### src/rtl/core/mbt_pkg.sv
// Shared types and codes for the markdown block tokenizer.
package mbt_pkg;

    // Lexer modes
    localparam logic [3:0] M_BLOCK = 4'd0;
    localparam logic [3:0] M_POST  = 4'd1;
    localparam logic [3:0] M_PLINE = 4'd2;
    localparam logic [3:0] M_PLS   = 4'd3;
    localparam logic [3:0] M_HHASH = 4'd4;
    localparam logic [3:0] M_HWS   = 4'd5;
    localparam logic [3:0] M_HLINE = 4'd6;
    localparam logic [3:0] M_QMARK = 4'd7;
    localparam logic [3:0] M_QWS   = 4'd8;
    localparam logic [3:0] M_QLINE = 4'd9;
    localparam logic [3:0] M_QLS   = 4'd10;
    localparam logic [3:0] M_OLINE = 4'd11;
    localparam logic [3:0] M_OLS   = 4'd12;
    localparam logic [3:0] M_ULINE = 4'd13;
    localparam logic [3:0] M_ULS   = 4'd14;

    // Token kinds (1..6 are heading levels)
    localparam logic [3:0] K_PARA  = 4'd0;
    localparam logic [3:0] K_HEAD1 = 4'd1;
    localparam logic [3:0] K_QUOTE = 4'd7;
    localparam logic [3:0] K_OLIST = 4'd8;
    localparam logic [3:0] K_ULIST = 4'd9;
    localparam logic [3:0] K_END   = 4'd10;

    // Characters
    localparam logic [7:0] CH_NUL   = 8'h00;
    localparam logic [7:0] CH_HASH  = 8'h23;
    localparam logic [7:0] CH_GT    = 8'h3E;
    localparam logic [7:0] CH_DASH  = 8'h2D;
    localparam logic [7:0] CH_NL    = 8'h0A;
    localparam logic [7:0] CH_SPACE = 8'h20;
    localparam logic [7:0] CH_DOT   = 8'h2E;
    localparam logic [7:0] CH_ZERO  = 8'h30;
    localparam logic [7:0] CH_NINE  = 8'h39;

    localparam logic [2:0] HEAD_MAX = 3'd6;
    localparam int         MAX_RES  = 3;

    // Lexer control state
    typedef struct packed {
        logic [3:0] mode;
        logic [3:0] kind;
        logic [2:0] mcount;
        logic       stopped;
    } lex_ctrl_t;

    // One result item
    typedef struct packed {
        logic [3:0]  kind;
        logic [15:0] span_start;
        logic [15:0] span_end;
        logic        last;
    } result_t;

endpackage

### src/rtl/core/mbt_lexer.sv
// Next-state and result logic for one text byte.
module mbt_lexer #(
    parameter int POS_BITS = 16
) (
    input  mbt_pkg::lex_ctrl_t  ctrl_cur,
    input  logic [POS_BITS-1:0] cs_cur,
    input  logic [POS_BITS-1:0] ce_cur,
    input  logic [POS_BITS-1:0] pos_cur,
    input  logic [7:0]          text_byte,
    input  logic                last_byte,
    output mbt_pkg::lex_ctrl_t  ctrl_next,
    output logic [POS_BITS-1:0] cs_next,
    output logic [POS_BITS-1:0] ce_next,
    output logic [POS_BITS-1:0] pos_next,
    output mbt_pkg::result_t    res [mbt_pkg::MAX_RES],
    output logic [1:0]          res_count
);

    localparam logic [POS_BITS-1:0] POS_MAX = '1;

    always_comb
    begin
        logic [3:0]          md;
        logic [3:0]          kd;
        logic [2:0]          mc;
        logic                st;
        logic [POS_BITS-1:0] cs;
        logic [POS_BITS-1:0] ce;
        logic [POS_BITS-1:0] p;
        logic [POS_BITS-1:0] pn;
        logic [1:0]          n;
        logic                do_after;
        logic                do_start;
        logic                go_hws;
        logic                go_hline;
        logic                go_qws;
        logic                go_qline;
        logic                is_dig;
        logic [7:0]          c;
        logic                pass_eot;

        md = ctrl_cur.mode;
        kd = ctrl_cur.kind;
        mc = ctrl_cur.mcount;
        st = ctrl_cur.stopped;
        cs = cs_cur;
        ce = ce_cur;
        p  = pos_cur;
        pn = pos_cur;
        n  = 2'd0;
        c  = text_byte;
        do_after = 1'b0;
        do_start = 1'b0;
        go_hws   = 1'b0;
        go_hline = 1'b0;
        go_qws   = 1'b0;
        go_qline = 1'b0;
        pass_eot = 1'b0;
        is_dig   = (c >= mbt_pkg::CH_ZERO) && (c <= mbt_pkg::CH_NINE);
        for (int i = 0; i < mbt_pkg::MAX_RES; i++)
        begin
            res[i] = '0;
        end

        if (!st)
        begin
            // Two passes: the byte itself, then the end flush for a last byte
            for (int pass = 0; pass < 2; pass++)
            begin
                pass_eot = (pass == 0) ? (c == mbt_pkg::CH_NUL) : (last_byte && !st);
                if (pass == 1)
                begin
                    pn = (pos_cur < POS_MAX) ? pos_cur + POS_BITS'(1) : pos_cur;
                    p  = pn;
                end
                if (pass_eot)
                begin
                    // Flush the pending span
                    case (md)
                        mbt_pkg::M_PLINE, mbt_pkg::M_HLINE, mbt_pkg::M_QLINE,
                        mbt_pkg::M_OLINE, mbt_pkg::M_ULINE:
                        begin
                            res[n] = '{kd, 16'(cs), 16'(p), 1'b0};
                            n = n + 2'd1;
                        end
                        mbt_pkg::M_HHASH, mbt_pkg::M_HWS, mbt_pkg::M_QMARK,
                        mbt_pkg::M_QWS:
                        begin
                            res[n] = '{kd, 16'(p), 16'(p), 1'b0};
                            n = n + 2'd1;
                        end
                        mbt_pkg::M_PLS, mbt_pkg::M_QLS, mbt_pkg::M_OLS,
                        mbt_pkg::M_ULS:
                        begin
                            res[n] = '{kd, 16'(cs), 16'(ce), 1'b0};
                            n = n + 2'd1;
                        end
                        default:
                        begin
                        end
                    endcase
                    res[n] = '{mbt_pkg::K_END, 16'd0, 16'd0, 1'b0};
                    n = n + 2'd1;
                    st = 1'b1;
                end
                else if (pass == 0)
                begin
                    // Feed one byte
                    case (md)
                        mbt_pkg::M_BLOCK: do_start = 1'b1;
                        mbt_pkg::M_POST:  do_after = 1'b1;
                        mbt_pkg::M_PLINE:
                        begin
                            if (c == mbt_pkg::CH_NL)
                            begin
                                ce = p;
                                md = mbt_pkg::M_PLS;
                            end
                        end
                        mbt_pkg::M_PLS:
                        begin
                            if (c == mbt_pkg::CH_NL)
                            begin
                                res[n] = '{kd, 16'(cs), 16'(ce), 1'b0};
                                n = n + 2'd1;
                                do_after = 1'b1;
                            end
                            else
                            begin
                                md = mbt_pkg::M_PLINE;
                            end
                        end
                        mbt_pkg::M_HHASH:
                        begin
                            if (c == mbt_pkg::CH_HASH)
                            begin
                                if (mc < mbt_pkg::HEAD_MAX)
                                begin
                                    mc = mc + 3'd1;
                                end
                                kd = {1'b0, mc};
                            end
                            else
                            begin
                                go_hws = 1'b1;
                            end
                        end
                        mbt_pkg::M_HWS:   go_hws = 1'b1;
                        mbt_pkg::M_HLINE: go_hline = 1'b1;
                        mbt_pkg::M_QMARK:
                        begin
                            if (c != mbt_pkg::CH_GT)
                            begin
                                go_qws = 1'b1;
                            end
                        end
                        mbt_pkg::M_QWS:   go_qws = 1'b1;
                        mbt_pkg::M_QLINE: go_qline = 1'b1;
                        mbt_pkg::M_QLS:
                        begin
                            if (c == mbt_pkg::CH_GT)
                            begin
                                mc = 3'd1;
                            end
                            else if (mc != 3'd0 && c != mbt_pkg::CH_NL)
                            begin
                                md = mbt_pkg::M_QLINE;
                            end
                            else
                            begin
                                res[n] = '{kd, 16'(cs), 16'(ce), 1'b0};
                                n = n + 2'd1;
                                do_after = 1'b1;
                            end
                        end
                        mbt_pkg::M_OLINE, mbt_pkg::M_ULINE:
                        begin
                            if (c == mbt_pkg::CH_NL)
                            begin
                                ce = p;
                                md = (md == mbt_pkg::M_OLINE) ? mbt_pkg::M_OLS
                                                              : mbt_pkg::M_ULS;
                            end
                        end
                        mbt_pkg::M_OLS, mbt_pkg::M_ULS:
                        begin
                            if (c != mbt_pkg::CH_SPACE)
                            begin
                                if ((md == mbt_pkg::M_OLS && is_dig) ||
                                    (md == mbt_pkg::M_ULS && c == mbt_pkg::CH_DASH))
                                begin
                                    md = (md == mbt_pkg::M_OLS) ? mbt_pkg::M_OLINE
                                                                : mbt_pkg::M_ULINE;
                                end
                                else
                                begin
                                    res[n] = '{kd, 16'(cs), 16'(ce), 1'b0};
                                    n = n + 2'd1;
                                    do_after = 1'b1;
                                end
                            end
                        end
                        default:
                        begin
                            md = mbt_pkg::M_BLOCK;
                            do_start = 1'b1;
                        end
                    endcase

                    // Heading: spaces after the marker, then the text line
                    if (go_hws)
                    begin
                        md = mbt_pkg::M_HWS;
                        if (c != mbt_pkg::CH_SPACE)
                        begin
                            cs = p;
                            md = mbt_pkg::M_HLINE;
                            go_hline = 1'b1;
                        end
                    end
                    if (go_hline && c == mbt_pkg::CH_NL)
                    begin
                        ce = p;
                        res[n] = '{kd, 16'(cs), 16'(ce), 1'b0};
                        n = n + 2'd1;
                        md = mbt_pkg::M_POST;
                    end

                    // Quote: spaces after the marker, then the text line
                    if (go_qws)
                    begin
                        md = mbt_pkg::M_QWS;
                        if (c != mbt_pkg::CH_SPACE)
                        begin
                            cs = p;
                            md = mbt_pkg::M_QLINE;
                            go_qline = 1'b1;
                        end
                    end
                    if (go_qline && c == mbt_pkg::CH_NL)
                    begin
                        ce = p;
                        mc = 3'd0;
                        md = mbt_pkg::M_QLS;
                    end

                    // Skip after a token
                    if (do_after)
                    begin
                        if (c == mbt_pkg::CH_SPACE)
                        begin
                            md = mbt_pkg::M_POST;
                        end
                        else if (c == mbt_pkg::CH_NL)
                        begin
                            md = mbt_pkg::M_BLOCK;
                        end
                        else
                        begin
                            do_start = 1'b1;
                        end
                    end

                    // First byte of a block picks its kind
                    if (do_start)
                    begin
                        cs = p;
                        if (is_dig)
                        begin
                            kd = mbt_pkg::K_OLIST;
                            md = mbt_pkg::M_OLINE;
                        end
                        else if (c == mbt_pkg::CH_DASH)
                        begin
                            kd = mbt_pkg::K_ULIST;
                            md = mbt_pkg::M_ULINE;
                        end
                        else if (c == mbt_pkg::CH_HASH)
                        begin
                            mc = 3'd1;
                            kd = mbt_pkg::K_HEAD1;
                            md = mbt_pkg::M_HHASH;
                        end
                        else if (c == mbt_pkg::CH_GT)
                        begin
                            kd = mbt_pkg::K_QUOTE;
                            md = mbt_pkg::M_QMARK;
                        end
                        else
                        begin
                            kd = mbt_pkg::K_PARA;
                            if (c == mbt_pkg::CH_NL)
                            begin
                                ce = p;
                                md = mbt_pkg::M_PLS;
                            end
                            else
                            begin
                                md = mbt_pkg::M_PLINE;
                            end
                        end
                    end
                end
            end

            // Mark the final result of this byte
            if (n != 2'd0)
            begin
                res[n - 2'd1].last = 1'b1;
            end
        end

        ctrl_next = '{md, kd, mc, st};
        cs_next   = cs;
        ce_next   = ce;
        pos_next  = pn;
        res_count = n;
    end

endmodule

### src/rtl/core/mbt_result_fifo.sv
// Four-entry result queue taking up to three items per cycle.
module mbt_result_fifo (
    input  logic             clk,
    input  logic             rst_n,
    input  logic [1:0]       push_count,
    input  mbt_pkg::result_t push_data [mbt_pkg::MAX_RES],
    output logic             room,
    output logic             out_valid,
    input  logic             out_ready,
    output mbt_pkg::result_t out_data
);

    mbt_pkg::result_t mem [4];
    logic [1:0] wr_ptr_reg;
    logic [1:0] wr_ptr_next;
    logic [1:0] rd_ptr_reg;
    logic [1:0] rd_ptr_next;
    logic [2:0] count_reg;
    logic [2:0] count_next;
    logic       pop;

    assign out_valid = (count_reg != 3'd0);
    assign out_data  = mem[rd_ptr_reg];
    assign pop       = out_valid && out_ready;

    // Space for a full burst of three after this cycle's pop
    assign room = ((count_reg - {2'b00, pop}) <= 3'd1);

    always_comb
    begin
        wr_ptr_next = wr_ptr_reg + push_count;
        rd_ptr_next = rd_ptr_reg + {1'b0, pop};
        count_next  = count_reg + {1'b0, push_count} - {2'b00, pop};
    end

    always_ff @(posedge clk or negedge rst_n)
    begin
        if (!rst_n)
        begin
            wr_ptr_reg <= 2'd0;
            rd_ptr_reg <= 2'd0;
            count_reg  <= 3'd0;
        end
        else
        begin
            wr_ptr_reg <= wr_ptr_next;
            rd_ptr_reg <= rd_ptr_next;
            count_reg  <= count_next;
        end
    end

    // Entry storage
    always_ff @(posedge clk)
    begin
        for (int i = 0; i < mbt_pkg::MAX_RES; i++)
        begin
            if (2'(i) < push_count)
            begin
                mem[wr_ptr_reg + 2'(i)] <= push_data[i];
            end
        end
    end

endmodule

### src/rtl/core/markdown_block_tokenizer.sv
// Top level of the markdown block tokenizer.
//
//  channel     | handshake                     | payload
//  ------------+-------------------------------+------------------------------------------
//  input item  | in_valid / in_ready           | text_byte[7:0], last_byte
//  result item | out_valid / out_ready         | token_kind[3:0], span_start, span_end,
//              |                               | last_of_step
//  config      | base_offset_we (no wait)      | base_offset[15:0]
//
// One byte per cycle while the queue has room: a byte is held in the input register,
// is lexed combinationally from it and its 0 to 3 result items land in a four-entry
// queue, on the output from the next cycle. A byte is lexed only while the queue, after
// this cycle's pop, holds at most one item, so with the output stalled the input side
// stops once two result items wait. Results leave one per cycle while out_ready is high.
// Reset clears the lexer state, the position and the queue; it takes no sweep.
module markdown_block_tokenizer #(
    parameter int POS_BITS = 16
) (
    input  logic        clk,
    input  logic        rst_n,
    input  logic        base_offset_we,
    input  logic [15:0] base_offset,
    input  logic        in_valid,
    output logic        in_ready,
    input  logic [7:0]  text_byte,
    input  logic        last_byte,
    output logic        out_valid,
    input  logic        out_ready,
    output logic [3:0]  token_kind,
    output logic [15:0] span_start,
    output logic [15:0] span_end,
    output logic        last_of_step
);

    localparam logic [POS_BITS-1:0] POS_MAX = '1;

    // Input register
    logic       in_vld_reg;
    logic [7:0] byte_reg;
    logic       last_reg;

    // Lexer state
    mbt_pkg::lex_ctrl_t  ctrl_reg;
    mbt_pkg::lex_ctrl_t  ctrl_next;
    logic [POS_BITS-1:0] cs_reg;
    logic [POS_BITS-1:0] cs_next;
    logic [POS_BITS-1:0] ce_reg;
    logic [POS_BITS-1:0] ce_next;
    logic [POS_BITS-1:0] pos_reg;
    logic [POS_BITS-1:0] pos_next;
    logic                begun_reg;
    logic [POS_BITS-1:0] base_sat;

    mbt_pkg::result_t res [mbt_pkg::MAX_RES];
    logic [1:0]       res_count;
    logic [1:0]       push_count;
    logic             room;
    logic             fire;
    mbt_pkg::result_t out_data;

    assign fire     = in_vld_reg && room;
    assign in_ready = !in_vld_reg || fire;

    // Base offset clamped to the position range
    assign base_sat = (32'(base_offset) > 32'(POS_MAX)) ? POS_MAX
                                                        : POS_BITS'(base_offset);

    always_ff @(posedge clk or negedge rst_n)
    begin
        if (!rst_n)
        begin
            in_vld_reg <= 1'b0;
        end
        else if (in_ready)
        begin
            in_vld_reg <= in_valid;
        end
    end

    always_ff @(posedge clk)
    begin
        if (in_ready && in_valid)
        begin
            byte_reg <= text_byte;
            last_reg <= last_byte;
        end
    end

    // State update on each lexed byte; base load only before the first byte
    always_ff @(posedge clk or negedge rst_n)
    begin
        if (!rst_n)
        begin
            ctrl_reg  <= '{mbt_pkg::M_BLOCK, mbt_pkg::K_PARA, 3'd0, 1'b0};
            cs_reg    <= '0;
            ce_reg    <= '0;
            pos_reg   <= '0;
            begun_reg <= 1'b0;
        end
        else if (fire)
        begin
            ctrl_reg  <= ctrl_next;
            cs_reg    <= cs_next;
            ce_reg    <= ce_next;
            pos_reg   <= pos_next;
            begun_reg <= 1'b1;
        end
        else if (base_offset_we && !begun_reg)
        begin
            pos_reg <= base_sat;
        end
    end

    mbt_lexer #(
        .POS_BITS (POS_BITS)
    ) u_lexer (
        .ctrl_cur  (ctrl_reg),
        .cs_cur    (cs_reg),
        .ce_cur    (ce_reg),
        .pos_cur   (pos_reg),
        .text_byte (byte_reg),
        .last_byte (last_reg),
        .ctrl_next (ctrl_next),
        .cs_next   (cs_next),
        .ce_next   (ce_next),
        .pos_next  (pos_next),
        .res       (res),
        .res_count (res_count)
    );

    assign push_count = fire ? res_count : 2'd0;

    mbt_result_fifo u_fifo (
        .clk        (clk),
        .rst_n      (rst_n),
        .push_count (push_count),
        .push_data  (res),
        .room       (room),
        .out_valid  (out_valid),
        .out_ready  (out_ready),
        .out_data   (out_data)
    );

    assign token_kind   = out_data.kind;
    assign span_start   = out_data.span_start;
    assign span_end     = out_data.span_end;
    assign last_of_step = out_data.last;

endmodule
### config.mk
export PLATFORM = sky130hd
export DESIGN_NAME = markdown_block_tokenizer
export DESIGN_NICKNAME = d
export VERILOG_FILES = /design/src/rtl/core/mbt_pkg.sv /design/src/rtl/core/mbt_lexer.sv /design/src/rtl/core/mbt_result_fifo.sv /design/src/rtl/core/markdown_block_tokenizer.sv
export SDC_FILE = /design/constraint.sdc
export NUM_CORES = 1
export LEC_CHECK = 0
export BUFFER_PORTS_ARGS = -buffer_cell sky130_fd_sc_hd__buf_2
export CORE_AREA = 5 5 197 199
export DETAILED_ROUTE_END_ITERATION = 16
export DIE_AREA = 0 0 202 204
export SYNTH_ARGS = -nofsm -noshare
export SYNTH_HDL_FRONTEND = slang
export SYNTH_SLANG_ARGS = --single-unit
### constraint.sdc
create_clock -name clk -period 7.8 [get_ports clk]
set_clock_uncertainty 0.05 [all_clocks]
set_input_delay 1.17 -clock clk [delete_from_list [all_inputs] [get_ports clk]]
set_output_delay 1.17 -clock clk [all_outputs]
set_load 0.02 [all_outputs]
After elaboration in Yosys (flattened, before gate mapping)
Memory sizes are Yosys's and may differ from the RTL's.
Index checks and enable logic that the tools add are counted.

word-level totals
  flip-flop bits (word level) = 78
  RAM bits = 148
  logic and storage cells = 310
  memories kept = 1

memories
  name        depth  bits a word  read ports  clocked after memory_dff  write ports  RTL line               text
  u_fifo.mem  4      37           1           0                         3            mbt_result_fifo.sv:13  mbt_pkg::result_t mem [4];

cells by class
  $add $sub $neg = 14
  $lt $le $gt $ge = 18
  equality and inequality tests = 36
  mux-type cells = 171
  bitwise gates (word level) = 13
  reductions and logical operators = 43

operators by type and width
  cell                                                   count
  2-to-1 mux 111 bit                                     9
  bitwise mux 111 bit                                    5
  2-to-1 mux 37 bit                                      13
  2-to-1 mux 16 bit                                      25
  demux 37 bit (select 2 bit)                            5
  case mux 111 bit (3 select lines)                      1
  case mux 37 bit (3 select lines)                       2
  bitwise AND 105 bit                                    2
  NOT 105 bit                                            2
  2-to-1 mux 4 bit                                       31
  == test 4 bit, second input constant                   14
  2-to-1 mux 1 bit                                       46
  2-to-1 mux 2 bit                                       18
  == test 4 x 3 -> 1 bit, second input constant          8
  == test 8 x 6 -> 1 bit, second input constant          4
  2-to-1 mux 3 bit                                       10
  OR reduction 13 bit                                    2
  case mux 4 bit (6 select lines)                        1
  adder 16 x 1 -> 16 bit, second input constant          1
  == test 4 x 2 -> 1 bit, second input constant          4
  logical AND 1 bit                                      16
  < comparator 16 bit, second input constant             1
  inequality test 8 x 6 -> 1 bit, second input constant  2
  OR reduction 4 bit                                     4
  40 further kinds                                       69

Depth between registers and ports, before layout
Gate-level depths: netlist of the first run.

  depth in word-level cells = 35
  depth in mapped cells = 23
  gate-level depth less buffers = 21

Modules after synthesis
A second synthesis of the first run with hierarchy kept.

unflattened totals
  cell total of the unflattened synthesis = 1964
  area, all modules = 17350.4 µm²

modules (own cells, without submodules)
  module                    times used  cells an instance  area an instance (µm²)  sequential area each (µm²)
  mbt_result_fifo           1           902                8874.8                  4619.4
  mbt_lexer                 1           899                5587.9                  0.0
  markdown_block_tokenizer  1           163                2887.8                  1821.7

Worst setup path after synthesis of the first run
Ideal clock, no wire load.

  kind = reg2reg
  from = register byte_reg[7]
  to = memory u_fifo.mem[0][0] (netlist name) (enable)
  setup time = 487 ps
  data arrival time = 6523 ps
  path slack = 740 ps
  stages on the path, launching flop included = 16
  cell sequence = edfxtp_1 > nor3_2 > nand4_1 > o211a_1 > o21ai_1 > inv_1 > ha_1 > nor2_1 > nor2_1 > clkinv_1 > xnor2_1 > ha_1 > nand2_1 > o211a_1 > a21oi_1 > o31ai_1

RTL lines
  item                    RTL line                        text
  from (decl)             markdown_block_tokenizer.sv:39  logic [7:0] byte_reg;
  from (signal assigned)  markdown_block_tokenizer.sv:84  byte_reg <= text_byte;
  to (decl)               mbt_result_fifo.sv:13

==> run metrics, run 1 <==
status completed; first-pass GRT wire length 71500 um; CTS tree yes; Worst Path Max Fanout 17; setup_tns 0 ns; Worst Tran Pin Value 1.26 ns; number of synthesized flops with an enable pin 157; Crit-path slowest cell nor2_1; hpwl dp 33000 um; CP peak stage delay a little under 1 ns; final period utilization between 90% and 100%; vias per cell about 6.5; r2r setup slk 0.73 ns; Top Family by Delay on Critical Path simple AND/OR/NAND/NOR gates; initial core utilization 38.3%; buffer count from post-CTS setup fixing 0; CTS max path bufs 3; Ports 69; Die X around 200 um; fmax 0.142 GHz; ys flop type edfxtp_1; post-route minimum period 7.07 ns; Clk Latency, worst-skew pair approximately 0.56 ns; ys async rst share 30.5%; leading area contributor after synthesis edfxtp_1; Die Span Y 204 um; layout cell share with drive strength beyond 1 18.4%; WS Path Type reg2reg; drt drc 0; Max VDD drop 0.000208 V; CP bufs+invs 0; share of the synthesized area in the top cell type 33.2%; area of the mapped netlist 14200 um^2; clock sink count 226; area grow syn2layout 11.9%; row count 71; Fin. Hold Viols 0; number of placed cells counting well taps 1817; Final Max Tran Viols 0; crit path cell chain or4_1 -> nor2_1 -> or2_2 -> o211ai_1 -> a21oi_1 -> nand2_1 -> nand2_1 -> mux2i_1 -> ha_1 -> nand2_1 -> o211ai_1 -> or2_2 -> o31ai_4 -> nor2_1 -> o21bai_1 -> o21ai_0; Detailed Route Iter0 Violations 1400; routed via count approximately 12000; drt first pass iters 7; Final Util 42.9%; Max-slew headroom 15.6%; max-cap violations 0; Overflow after GRT 0; Hold Buf Count CTS 0; post_cts resized 0; vias in the first global route 11400; Hold Crit Class in2async; Seq cells post-synth 226; Distinct cells, synth slightly above 90; register area share after synthesis 45.4%; Root Driver clkbuf_16; initial antenna violation count 1; gpl congestion around 0.97; CP Capture Type flop; max FFs per register 148; n_diodes 0; Final #Nets 1417; top post-synthesis cells by area edfxtp_1 (33%), dfrtp_1 (12%), mux4_2 (5.9%), o22ai_1 (4.5%), o21ai_0 (3.1%); Port Buffers 68; syn_nets roughly 1400; Layout Cells excl Fill 1864; final WL approximately 47000 um; Required @ worst endpoint roughly 8.0 ns; power per cell area 423 nW/um^2; Final ANT Viol Nets 0; Cells after Synth 1347; clock slew at reported path FFs about 0.060 ns; Reg with most FFs u_fifo.mem; core area about 37000 um^2; WL per Instance ~25 um; YS warnings 0; RSZ-0062 raised after global routing no; H-tree levels 1; Mapped Avg Cell Area 10.5 um^2; largest net degree at the start of global routing 57; CP dominant cell by count nand2_1; Overall Global Routing Usage 22.0%; Leak 5.71 nW; DIE AREA 41200 um^2; arrival time of the worst setup path 7.31 ns; CTS buffer count 26; CP Launch Type flop; setup violators final 0
-- power by group --
group          leakage (nW)  total, W  switching (W)  internal, W
Clock                 0.415   0.00122       0.000512     0.000712
Sequential             2.35   0.00176       0.000301      0.00146
Combinational          2.94   0.00373        0.00245      0.00128
-- worst paths after layout --
kind | from | endpoint | cells past startpoint
min | rst_n | cs_reg[9]$_DFFE_PN0P_ | 1
min in group clk | begun_reg$_DFFE_PN0P_ | begun_reg$_DFFE_PN0P_ | 2
max | byte_reg[5]$_DFFE_PP_ | u_fifo.mem[0][22]$_DFFE_PP_ | 16
max in group asynchronous | rst_n | u_fifo.rd_ptr_reg[0]$_DFF_PN0_ | 2
max reg2reg | byte_reg[5]$_DFFE_PP_ | u_fifo.mem[0][22]$_DFFE_PP_ | 16
min reg2reg | begun_reg$_DFFE_PN0P_ | begun_reg$_DFFE_PN0P_ | 2
-- layer usage --
metal	wire [um]	share of wire, %	GRT usage [%]	vias up
met5	0	0	0	-
met4	873	1.9	4.64	0
met3	4100	8.7	3.24	67
met2	21400	45	34.5	613
met1	20600	44	32.6	5974
li1	-	-	-	5421
-- cell families (layout without fill, tap and decap cells) --
kind of cell | Yosys count | count (layout) | share of synthesized area, %
AO/OA/AOI/OAI | 487 | 487 | 24.4
XOR/XNOR | 21 | 21 | 1.35
adder cells (fa/ha/maj) | 16 | 16 | 1.46
buffers and inverters | 128 | 171 | 3.57
flip-flops | 226 | 226 | 45.4
multiplexers | 103 | 103 | 10.8
AND/OR/NAND/NOR | 366 | 366 | 13.0
-- worst register-to-register path: stages, from the launching register on --
cell	delay, ns
edfxtp_1	0.57
or4_1	0.67
nor2_1	0.99
or2_2	0.28
o211ai_1	0.36
a21oi_1	0.42
nand2_1	0.36
nand2_1	0.32
mux2i_1	0.28
ha_1	0.28
nand2_1	0.08
o211ai_1	0.21
or2_2	0.48
o31ai_4	0.75
nor2_1	0.37
o21bai_1	0.24
o21ai_0	0.11
-- cells in the final DEF, fill, tap and decap left out, drive strengths merged, types with 7 or more instances in the layout --
cell,count
edfxtp,157
nor2,102
nand2,101
o22ai,101
o21ai,98
buf,98
dfrtp,69
a21oi,50
mux4,37
nand3,37
mux2,34
mux2i,32
o22a,29
clkbuf,29
o32ai,28
inv,27
and2,20
a22o,20
a31oi,19
nor3,19
o221ai,16
nand4,16
ha,15
a21boi,15
xnor2,14
a22oi,14
clkinv,14
o211ai,13
or3,11
a221o,11
nand2b,9
o21bai,9
nor4,9
and3,8
a2bb2oi,8
xor2,7
a211oi,7
-- synthesized netlist by cell type (all sizes together) (20+ instances only) --
master,number
nor2,102
clkbuf,74
a22o,20
mux4,37
o21ai,98
nand2,101
mux2,34
mux2i,32
a21oi,50
o32ai,28
o22ai,101
dfrtp,69
buf,28
edfxtp,157
and2,20
nand3,37
inv,25
o22a,29
-- metrics by stage --
step | power [W] | worst slack, ns | cell area (um^2) | hold WS [ns]
CTS | 0.00668 | 0.818 | 15900 | 0.391
global route | 0.00710 | 0.251 | 15900 | 0.410
finish | 0.00672 | 0.734 | 15900 | 0.407
detailed placement | 0.00543 | 0.875 | 15000 | 0.395
floorplan | 0.00433 | 0.740 | 14200 | 0.365
global placement | 0.00542 | 1.13 | 15000 | 0.385
-- final cells by class --
cell class              count  area (um^2)
multi-input cells         993         7330
repair buffers             98          568
fillers                  3506        21200
inverters                  26         97.6
clock inverters            18          181
clock buffers              29          662
well taps                 474          593
flip-flops and latches    226         6440
Power figures use the tool's default switching activity.
==> run 2, diff against run 1 <==
--- a/config.mk
+++ b/config.mk
@@ -5,10 +5,11 @@
 export SDC_FILE = /design/constraint.sdc
 export NUM_CORES = 1
 export LEC_CHECK = 0
+export ABC_AREA = 1
 export BUFFER_PORTS_ARGS = -buffer_cell sky130_fd_sc_hd__buf_2
-export CORE_AREA = 5 5 197 199
+export CORE_AREA = 5 5 235 237
 export DETAILED_ROUTE_END_ITERATION = 16
-export DIE_AREA = 0 0 202 204
+export DIE_AREA = 0 0 240 242
 export SYNTH_ARGS = -nofsm -noshare
 export SYNTH_HDL_FRONTEND = slang
 export SYNTH_SLANG_ARGS = --single-unit
==> run metrics, run 2 <==
status completed; max FFs per register 148 (unchanged); largest net degree at the start of global routing 90 (+58%); Cells after Synth 3319 (+150%); Distinct cells, synth 46 (-49%); area grow syn2layout 7.67%; Max VDD drop 0.000187 V (-10%); hold path depth 2; max-cap violations 0 (unchanged); Worst Path Max Fanout 38 (+21); register area share after synthesis 31.6% (-14 points); YS warnings 0 (unchanged); Hold Startpoint begun_reg$_DFFE_PN0P_; Final ANT Viol Nets 0 (unchanged); Die X 240 um (+19%); Reg with most FFs u_fifo.mem; hpwl dp 54600 um (+65%); most common cell after layout, fill and taps aside nand2_1; sequential cell area 6440 um^2 (unchanged); XOR/XNOR Fraction of Synth Area 0.815% (-0.53 points); WL per Instance 20.4 um (-19%); Synth Area in Simple Gates 46.5% (+34 points); H-tree levels 1 (unchanged); setup_tns 0 ns (unchanged); arrival time of the worst setup path 7.27 ns (-0.04 ns); top-count cell post-synth nand2_1; Placement Setup Slack 0.835 ns (-0.0399 ns); first-pass GRT wire length 124000 um (+73%); Root Driver clkbuf_16; Leak 9.20 nW (+61%); vias per cell 5.78 (-11%); Final #Nets 3282 (+130%); n_diodes 0 (unchanged); top post-synthesis cells by area edfxtp_1 (23%), nand2_1 (16%), nor2_1 (13%), dfrtp_1 (8.5%), nand3_1 (8.1%); worst reg2reg startpoint ctrl_reg[9]$_DFFE_PN0P_; Hold Crit Class reg2reg; core area 53100 um^2 (+43%); Overall Global Routing Usage 26.5% (+4.5 points); Fin. Hold Viols 0 (unchanged); routed via count 22900 (+89%); fillers 5688 (+62%); Final Max Tran Viols 0 (unchanged); initial antenna violation count 0 (-1); CTS tree yes; most frequent cells in the layout nand2_1 (867), nor2_1 (713), nand3_1 (327); RSZ-0062 raised after global routing no; number of synthesized flops with an enable pin 157 (unchanged); CTS buffer count 30 (+15%); WS Path Type reg2reg; CP Launch Type flop; largest family of logic cells by synthesized area simple AND/OR/NAND/NOR gates; Overflow after GRT 0 (unchanged); final hold slack 0.405 ns (-0.00216 ns); design area 22000 um^2 (+38%); commonest cells in the synthesized netlist nand2_1 (874), nor2_1 (713), nand3_1 (330); multiplexer share of the synthesized area 0.147% (-11 points); Mapped Avg Cell Area 6.15 um^2 (-42%); DIE AREA 58100 um^2 (+41%); leading area contributor after synthesis edfxtp_1; ys async rst share 30.5% (unchanged); Seq cells post-synth 226 (unchanged); final period utilization 90.7% (about the same); final WL 80600 um (+71%); R2R cell count 24 (+8); initial core utilization 38.5% (+0.17 points); gpl congestion 0.957 (-1.0%); setup violators final 0 (unchanged); Clk Latency, worst-skew pair 0.60 ns (+0.04 ns); syn_nets 3365 (+140%); area fraction in compound gates after synthesis 11.4% (-13 points); post-route minimum period 7.07 ns (+0.00610 ns); Required @ worst endpoint 8.00 ns (-0.04 ns); row count 85 (+20%); ys flop type edfxtp_1; vias in the first global route 20000 (+76%); clock slew at reported path FFs 0.07 ns (about the same); Port Buffers 68 (unchanged); buffer count from post-CTS setup fixing 0 (unchanged); share of the synthesized area in the top cell type 23.1% (-10 points); Hold Buf Count CTS 0 (unchanged); area of the mapped netlist 20400 um^2 (+44%); multi-input logic area 12300 um^2 (+67%); Worst Tran Pin Value 1.14 ns (-0.122 ns); critical path startpoint ctrl_reg[9]$_DFFE_PN0P_; Detailed Route Iter0 Violations 3519 (+150%); clock sink count 226 (unchanged); setup ws final 0.728 ns (-0.00610 ns); Final Util 41.4% (-1.4 points); power per cell area 175 nW/um^2 (-59%); Max-slew headroom 24.0% (+8.4 points); CTS max path bufs 3 (unchanged); layout cell share with drive strength beyond 1 7.82% (-11 points); post_cts resized 0 (unchanged); drt drc 0 (unchanged); Die Span Y 242 um (+19%); Synth Area in Adders 1.02% (-0.45 points); CP Capture Type flop; Placed Area 21000 um^2 (+40%); fmax 0.141 GHz (about the same); Ports 69 (unchanged); drt first pass iters 6 (-1)
run 2: cells by family (layout without fill, tap and decap cells):
family          Yosys count  after routing
xor+xnor                 19             19
compound gates          434            434
simple gates           2201           2201
buf+inv                 420            361
fa+ha+maj                16             16
flops                   226            226
mux                       3              3
run 2: metrics by stage:
stage | std cells | power [W]
4_1_cts | 3956 | 0.00388
3_5_place_dp | 3900 | 0.00247
5_1_grt | 3956 | 0.00403
2_1_floorplan | 3319 | 0.00207
6_report | 3956 | 0.00384
3_3_place_gp | 3900 | 0.00246
run 2: power breakdown:
group	total, W	switching (W)	internal [W]
Combinational	0.00111	0.000842	0.000265
Clock	0.00141	0.000584	0.000823
Sequential	0.00133	0.0000181	0.00131
Total	0.00384	0.00144	0.00240
run 2: layout make-up:
type,count,area share [%]
clock buffer,40,3.82
clock inverter,16,0.706
inverter,192,3.28
multi-input combinational,2673,55.8
sequential,226,29.3
tap,696,3.96
timing repair buffer,113,3.10
run 2: path summary, 6_finish.rpt:
path / endpoint / slack (ns)
setup / recovery: u_fifo.mem[3][13]$_DFFE_PP_ / 0.73
hold / removal: begun_reg$_DFFE_PN0P_ / 0.40
setup reg to reg: u_fifo.mem[3][13]$_DFFE_PP_ / 0.73
hold reg to reg: begun_reg$_DFFE_PN0P_ / 0.40
max in group asynchronous: u_fifo.rd_ptr_reg[0]$_DFF_PN0_ / 6.22
min in group asynchronous: cs_reg[0]$_DFFE_PN0P_ / 0.49
run 2: critical path: stages (launching register included):
cell and delay [ns]:
dfrtp_1 0.50, nor2_1 0.25, inv_2 0.06, nor2_1 0.14, nand2_1 0.12, nand2_2 0.39
nand2_1 0.12, nand3_2 0.41, clkinv_1 0.18, ha_1 0.31, o21ai_0 0.53, inv_1 0.13
ha_1 0.29, o21ai_0 0.24, ha_1 0.28, nand2_1 0.06, o21ai_1 0.10, nor2_2 0.18
inv_2 0.09, nor3_1 0.58, inv_1 0.14, nand2_1 0.12, inv_2 0.31, nand2_2 0.66
buf_4 0.43
run 2: metal layers:
metal  global-route usage, %  part of all wire [%]
met1                    40.2                    44
met2                    39.2                    43
met3                    4.50                    11
met4                    6.31                   2.5
met5                       0                     0
